**config.mk**
```make
export PLATFORM = sky130hd
export DESIGN_NAME = link_reconnect_backoff
export DESIGN_NICKNAME = d
export VERILOG_FILES = /design/src/rtl/core/lrb_pkg.sv /design/src/rtl/core/lrb_step.sv /design/src/rtl/core/link_reconnect_backoff.sv
export SDC_FILE = /design/constraint.sdc
export NUM_CORES = 1
export LEC_CHECK = 0
export BUFFER_PORTS_ARGS = -buffer_cell sky130_fd_sc_hd__buf_2
export CORE_MARGIN = 2
export CORE_UTILIZATION = 57
export CTS_BUF_LIST = sky130_fd_sc_hd__clkbuf_4 sky130_fd_sc_hd__clkbuf_8 sky130_fd_sc_hd__clkbuf_16
export CTS_CLUSTER_DIAMETER = 60
export DETAILED_ROUTE_END_ITERATION = 16
export PLACE_DENSITY = 0.81
export SYNTH_ARGS = -nofsm -noshare
export SYNTH_HDL_FRONTEND = slang
export SYNTH_SLANG_ARGS = --single-unit
```
**constraint.sdc**
```tcl
create_clock -name clk -period 6.7 [get_ports clk]
set_input_delay 0.67 -clock clk [delete_from_list [all_inputs] [get_ports clk]]
set_output_delay 0.67 -clock clk [all_outputs]
set_load 0.02 [all_outputs]
```
**src/rtl/core/lrb_pkg.sv**
```systemverilog
`timescale 1ns / 1ps
// ----------------------------------------------------------------------------
// lrb_pkg: shared types and constants of the link reconnect backoff controller
// Event and result transaction layouts, register indexes, mode encoding and
// register reset values.
// ----------------------------------------------------------------------------
package lrb_pkg;

  localparam int unsigned MS_W    = 32;
  localparam int unsigned DELAY_W = 31;

  // Event kinds.
  localparam logic [1:0] OP_POLL  = 2'd0;
  localparam logic [1:0] OP_START = 2'd1;
  localparam logic [1:0] OP_STOP  = 2'd2;

  // Reported link state codes.
  localparam logic [1:0] LINK_DISCONNECTED = 2'd0;
  localparam logic [1:0] LINK_CONNECTING   = 2'd1;
  localparam logic [1:0] LINK_CONNECTED    = 2'd2;

  // Configuration register indexes.
  localparam logic [1:0] CFG_MIN_BACKOFF     = 2'd0;
  localparam logic [1:0] CFG_MAX_BACKOFF     = 2'd1;
  localparam logic [1:0] CFG_CONNECT_TIMEOUT = 2'd2;

  localparam logic [DELAY_W-1:0] MIN_BACKOFF_RST     = 31'd1000;
  localparam logic [DELAY_W-1:0] MAX_BACKOFF_RST     = 31'd60000;
  localparam logic [DELAY_W-1:0] CONNECT_TIMEOUT_RST = 31'd10000;

  typedef enum logic [2:0] {
    MODE_DISC = 3'b001,
    MODE_CONN = 3'b010,
    MODE_UP   = 3'b100
  } mode_t;

  typedef struct packed {
    logic [1:0]      operation;
    logic [MS_W-1:0] now_ms;
    logic            link_up;
  } in_t;

  typedef struct packed {
    logic [1:0]         link_state;
    logic               start_attempt;
    logic               drop_link;
    logic               retry_scheduled;
    logic [DELAY_W-1:0] retry_delay_ms;
  } out_t;

  typedef struct packed {
    logic [DELAY_W-1:0] backoff_min;
    logic [DELAY_W-1:0] backoff_max;
    logic [DELAY_W-1:0] attempt_timeout;
  } cfg_t;

  typedef struct packed {
    mode_t              mode;
    logic               has_target;
    logic [DELAY_W-1:0] backoff;
    logic [MS_W-1:0]    retry_at;
    logic [MS_W-1:0]    attempt_start;
  } state_t;

endpackage

```
**src/rtl/core/lrb_step.sv**
```systemverilog
`timescale 1ns / 1ps
// ----------------------------------------------------------------------------
// lrb_step: next-state and result logic for one event
// Purely combinational: takes the current controller state, the registers
// and one event, and gives the next state and the result transaction.
// ----------------------------------------------------------------------------
module lrb_step (
  input  lrb_pkg::cfg_t   cfg,
  input  lrb_pkg::state_t cur,
  input  lrb_pkg::in_t    item,
  output lrb_pkg::state_t nxt,
  output lrb_pkg::out_t   res
);

  logic [lrb_pkg::MS_W-1:0]    elapsed;
  logic                        timed_out;
  logic                        retry_due;
  logic [lrb_pkg::MS_W-1:0]    retry_at_new;
  logic [lrb_pkg::MS_W-1:0]    doubled;
  logic [lrb_pkg::DELAY_W-1:0] backoff_new;

  function automatic logic [1:0] link_code(input lrb_pkg::mode_t m);
    logic [1:0] code;
    unique case (m)
      lrb_pkg::MODE_DISC: code = lrb_pkg::LINK_DISCONNECTED;
      lrb_pkg::MODE_CONN: code = lrb_pkg::LINK_CONNECTING;
      lrb_pkg::MODE_UP:   code = lrb_pkg::LINK_CONNECTED;
      default:            code = lrb_pkg::LINK_DISCONNECTED;
    endcase
    return code;
  endfunction

  // The elapsed time is taken modulo 2^32, so a wrapping timestamp is safe.
  // The retry compare is a plain unsigned compare.
  assign elapsed      = item.now_ms - cur.attempt_start;
  assign timed_out    = elapsed > {1'b0, cfg.attempt_timeout};
  assign retry_due    = item.now_ms >= cur.retry_at;
  assign retry_at_new = item.now_ms + {1'b0, cur.backoff};
  assign doubled      = {cur.backoff, 1'b0};
  assign backoff_new  = (doubled > {1'b0, cfg.backoff_max}) ?
                        cfg.backoff_max : doubled[lrb_pkg::DELAY_W-1:0];

  always_comb begin
    nxt = cur;
    res = '0;
    unique case (item.operation)
      lrb_pkg::OP_START: begin
        nxt.has_target    = 1'b1;
        nxt.backoff       = cfg.backoff_min;
        nxt.mode          = lrb_pkg::MODE_CONN;
        nxt.attempt_start = item.now_ms;
        res.start_attempt = 1'b1;
      end
      lrb_pkg::OP_STOP: begin
        res.drop_link  = 1'b1;
        nxt.mode       = lrb_pkg::MODE_DISC;
        nxt.has_target = 1'b0;
      end
      lrb_pkg::OP_POLL: begin
        unique case (cur.mode)
          lrb_pkg::MODE_DISC: begin
            if (cur.has_target && retry_due) begin
              nxt.mode          = lrb_pkg::MODE_CONN;
              nxt.attempt_start = item.now_ms;
              res.start_attempt = 1'b1;
            end
          end
          lrb_pkg::MODE_CONN: begin
            if (item.link_up) begin
              nxt.mode    = lrb_pkg::MODE_UP;
              nxt.backoff = cfg.backoff_min;
            end else if (timed_out) begin
              res.drop_link       = 1'b1;
              nxt.mode            = lrb_pkg::MODE_DISC;
              nxt.retry_at        = retry_at_new;
              nxt.backoff         = backoff_new;
              res.retry_scheduled = 1'b1;
              res.retry_delay_ms  = cur.backoff;
            end
          end
          lrb_pkg::MODE_UP: begin
            // A lost link schedules a retry but does not pulse drop_link.
            if (!item.link_up) begin
              nxt.mode            = lrb_pkg::MODE_DISC;
              nxt.retry_at        = retry_at_new;
              nxt.backoff         = backoff_new;
              res.retry_scheduled = 1'b1;
              res.retry_delay_ms  = cur.backoff;
            end
          end
          default: begin
            nxt = cur;
          end
        endcase
      end
      default: begin
        // Unused event code: state is left alone and no pulse is raised.
        nxt = cur;
      end
    endcase
    res.link_state = link_code(nxt.mode);
  end

endmodule

```
**src/rtl/core/link_reconnect_backoff.sv**
```systemverilog
`timescale 1ns / 1ps
// ----------------------------------------------------------------------------
// link_reconnect_backoff: link bring-up controller with exponential backoff
// Tracks disconnected, connecting and connected modes, times connect
// attempts and schedules retries with a doubling, saturating delay.
// ----------------------------------------------------------------------------
// The controller takes one event transaction per clock while in_stall is low
// and returns exactly one result transaction for it, registered, on the clock
// after acceptance. A new event is taken every cycle unless in_stall is high;
// the whole update (one 32-bit add, one 32-bit subtract and three compares)
// settles combinationally from event port to output register, which is the
// only stage. in_stall rises only while a result sits in the output register
// and out_stall is high. Configuration writes are always taken (cfg_ready is
// tied high) and apply to the next event that uses them; the backoff picks
// up a new minimum only on a start event or a successful connect.
module link_reconnect_backoff (
  input  logic                        clk,
  input  logic                        rst_n,
  input  logic                        in_valid,
  output logic                        in_stall,
  input  lrb_pkg::in_t                in_data,
  output logic                        out_valid,
  input  logic                        out_stall,
  output lrb_pkg::out_t               out_data,
  input  logic                        cfg_valid,
  output logic                        cfg_ready,
  input  logic [1:0]                  cfg_index,
  input  logic [lrb_pkg::DELAY_W-1:0] cfg_data
);

  lrb_pkg::cfg_t   cfg_r;
  lrb_pkg::state_t state_r;
  lrb_pkg::state_t state_nxt;
  lrb_pkg::out_t   res_nxt;
  lrb_pkg::out_t   out_data_r;
  logic            out_valid_r;
  logic            accept;

  assign cfg_ready = 1'b1;
  assign in_stall  = out_valid_r && out_stall;
  assign accept    = in_valid && !in_stall;
  assign out_valid = out_valid_r;
  assign out_data  = out_data_r;

  lrb_step u_step (
    .cfg  (cfg_r),
    .cur  (state_r),
    .item (in_data),
    .nxt  (state_nxt),
    .res  (res_nxt)
  );

  always_ff @(posedge clk) begin
    if (!rst_n) begin
      cfg_r.backoff_min     <= lrb_pkg::MIN_BACKOFF_RST;
      cfg_r.backoff_max     <= lrb_pkg::MAX_BACKOFF_RST;
      cfg_r.attempt_timeout <= lrb_pkg::CONNECT_TIMEOUT_RST;
    end else if (cfg_valid) begin
      unique case (cfg_index)
        lrb_pkg::CFG_MIN_BACKOFF:     cfg_r.backoff_min     <= cfg_data;
        lrb_pkg::CFG_MAX_BACKOFF:     cfg_r.backoff_max     <= cfg_data;
        lrb_pkg::CFG_CONNECT_TIMEOUT: cfg_r.attempt_timeout <= cfg_data;
        default: begin
        end
      endcase
    end
  end

  always_ff @(posedge clk) begin
    if (!rst_n) begin
      state_r.mode          <= lrb_pkg::MODE_DISC;
      state_r.has_target    <= 1'b0;
      state_r.backoff       <= lrb_pkg::MIN_BACKOFF_RST;
      state_r.retry_at      <= '0;
      state_r.attempt_start <= '0;
      out_valid_r           <= 1'b0;
    end else begin
      if (accept) begin
        state_r     <= state_nxt;
        out_valid_r <= 1'b1;
      end else if (!out_stall) begin
        out_valid_r <= 1'b0;
      end
    end
  end

  always_ff @(posedge clk) begin
    if (accept) begin
      out_data_r <= res_nxt;
    end
  end

  // An accepted event always leaves a result in the output register.
  assert property (@(posedge clk) disable iff (!rst_n)
    accept |=> out_valid_r)
    else $error("accepted event produced no result");

  // A stop event leaves the controller disconnected with no target.
  assert property (@(posedge clk) disable iff (!rst_n)
    accept && (in_data.operation == lrb_pkg::OP_STOP) |=>
      (state_r.mode == lrb_pkg::MODE_DISC) && !state_r.has_target)
    else $error("stop did not clear the target");

  // A connect request is only issued when the result reports connecting.
  assert property (@(posedge clk) disable iff (!rst_n)
    out_valid_r && out_data_r.start_attempt |->
      out_data_r.link_state == lrb_pkg::LINK_CONNECTING)
    else $error("connect request without connecting state");

  // A scheduled retry always leaves the link disconnected.
  assert property (@(posedge clk) disable iff (!rst_n)
    out_valid_r && out_data_r.retry_scheduled |->
      (out_data_r.link_state == lrb_pkg::LINK_DISCONNECTED) &&
      (state_r.mode == lrb_pkg::MODE_DISC || $past(accept) == 1'b0))
    else $error("retry scheduled while not disconnected");

endmodule
```
==> out/results.tsv <==
stage	metric	value	unit
status	status	finished clean	
drt	drc_errors	0	
clock_tree	clk_pin_slew	0.06	ns
setup_path	cp-start-kind	flop	
global_routing	grt_pass1_wl	69000	µm
global_routing	grt_util_met3	4.77	%
synthesis	synthTopCellsByCount	nand2_1, dfxtp_1, a21oi_1, ha_1, inv_1	
clock_tree	htreeDepth	1	
clock_tree	clock_latency	0.55	ns
sta	fin_worst_skew	0.0124	ns
drt	antenna_left	0	
floorplan	die_area	27200	µm²
drt	firstDrtPassIters	6	
clock_tree	cts_setup_buffers	0	
sta	fmax	176	MHz
floorplan	start_util	58.4	%
power_and_ir_drop	total_power	3730	µW
setup_path	critPathCaptureType	flop	
global_routing	antenna_found_initial	2	
sta	period_share	84.8	%
clock_tree	ctsHoldBuffers	0	
min_path	hp-class	in2reg	
global_routing	busiest_layer	met2	
sta	relSlewSlack	11.0	%
flow_run	maxCapViolCount	0	
synthesis	async_reset_ff_share	0	%
power_and_ir_drop	irDropWorstVdd	0.176	mV
synthesis	syn_area	14800	µm²
power_and_ir_drop	p_per_area	226	nW/µm²
power_and_ir_drop	p_leak	0.00676	µW
final_layout	drive_above_1_share	10.5	%
placed_design	routabilityCongestion	0.993	
floorplan	die_x	165	µm
synthesis	synthCells	1801	
global_routing	grt_use_met2	52.6	%
sta	grt_setup_unrepaired	no	
global_routing	grt-ovfl-total	0	
floorplan	die_h	165	µm
global_routing	track_usage	32.4	%
placed_design	io_buffers	110	
synthesis	yosys_warnings	0	
synthesis	synth_area_leaders	dfxtp_1, ha_1, edfxtp_1	
synthesis	ys_seq_area_share	33.4	%
final_layout	final_area	16500	µm²
drt	drt_iter0_markers	1226	
drt	viasPerCell	6.21	
setup_path	critPathMaxFanout	20	
setup_path	criticalPathCategory	reg2reg	
synthesis	synth_cell_types	85	
sta	tightest_slew	1.32	ns
synthesis	yosysTopAreaCellShare	26.1	%
synthesis	synth.avg_cell_area	8.21	µm²
synthesis	synth_edf_count	36	
clock_tree	cts_tree	yes	
synthesis	synth_fp_nets	2035	
sta	drv_slew	0	
clock_tree	numCtsBuffers	27	
synthesis	yosysMostFrequentCell	nand2_1	
placed_design	dp_hpwl	32200	µm
global_routing	grt_pass1_vias	12913	
synthesis	yosysTopAreaCell	dfxtp_1	
floorplan	coreArea	25300	µm²
placed_design	post_dp_cell_area	15500	µm²
clock_tree	cts_resized	0	
drt	routed_wl	44100	µm
setup_path	cp.arrival	6.07	ns
synthesis	synth_ff_type	dfxtp_1	
sta	fin_crit	5.68	ns
global_routing	grt_use_met1	43.0	%
sta	hold_viol	0	
drt	wire_per_inst	19.8	µm
sta	setup_tns	0	ns
global_routing	grt_max_degree	78	
clock_tree	cts.path.max_buffers	3	
final_layout	fin_util	65.1	%
floorplan	top_level_ports	112	
clock_tree	clock-sinks	229	
clock_tree	root_buffer	clkbuf_16	
synthesis	ys_ff_latch	229	
final_layout	nets	2103	
final_layout	syn2layout_area_growth	11.6	%
setup_path	worstPathRequired	7.09	ns
sta	finalSetupViolCount	0	
final_layout	fillCellCount	2098	
floorplan	rows	58	
drt	vias	13799	
per-layer routing:
metal	wire length [µm]	vias up
li1	-	6557
met1	18300	6506
met2	19800	603
met3	3810	133
met4	2160	0
met5	0	-
cells in the final DEF (no fill, tap or decap), drive strengths merged, types with 18 or more instances in the layout:
cell and count:
a211oi 39, a21o 23, a21oi 160, and2 28, buf 124, clkbuf 38
dfxtp 193, edfxtp 36, ha 159, inv 154, mux2i 58, nand2 247
nand3 34, nand4 24, nor2 136, nor3 43, o211ai 50, o21a 18
o21ai 79, o31ai 22, xnor2 31, xor2 20
state kept, by name (all words and copies together), names as in the netlist:
name,count
out_valid,1
state_r,99
cfg_r,93
out_data,36
where the power goes:
part	internal, µW	switching (µW)
clock	1010	614
sequential	1440	29.6
combinational	233	407
cells by family (layout without fill, tap and decap cells):
group	count (synthesis)	count (layout)	synth area share (%)
xor gates and xnor gates	51	51	3.02
DFF	229	229	33.4
AOI/OAI and AO/OA	481	481	21.4
and+or+nand+nor	583	583	17.9
adders and majority gates	161	161	13.7
muxes	59	59	4.00
buffers and inverters	236	325	6.42
other	1	3	0.0254
worst paths after layout:
kind,from,endpoint,slack [ns],cells after the start
worst max-delay path,state_r[0],state_r[41],1.02,22
worst min-delay path,in_valid,out_valid,0.35,2
worst max register to register,state_r[0],state_r[41],1.02,22
worst min register to register,cfg_r[85],cfg_r[85],0.45,2
worst max-delay path: stages, from the launching register on:
cell and delay (ns):
dfxtp_1 0.34, ha_1 0.16, inv_1 0.05, fa_1 0.40, a21oi_1 0.29, o221a_2 0.27
a2bb2oi_1 0.44, or4_1 0.22, a21oi_1 0.10, o2111a_1 0.29, nor3_1 0.21, xnor2_1 0.10
ha_1 0.29, nand4_1 0.14, nor3_1 0.21, a22oi_1 0.09, o211ai_1 0.12, o211ai_1 0.23
o21a_1 0.22, o21ai_4 0.71, buf_4 0.37, mux2i_1 0.22, nor2_1 0.05
layout make-up:
class                   instances  area (µm²)  area share, %
diodes                          2        5.00         0.0303
clock buffers                  38         818           4.96
clock inverters                12         179           1.08
inverters                     151         569           3.45
multi-input cells            1336        8910           54.0
flip-flops and latches        229        4940           30.0
well taps                     330         413           2.50
repair buffers                124         656           3.97
stage by stage:
step | worst slack, ns | cells | hold slack, ns
global route | 0.653 | 2222 | 0.354
global placement | 0.783 | 2170 | 0.439
floorplan | 1.53 | 1801 | 0.433
finish | 1.02 | 2222 | 0.348
detailed placement | 0.633 | 2170 | 0.445
CTS | 1.16 | 2220 | 0.333
Power figures use the tool's default switching activity.
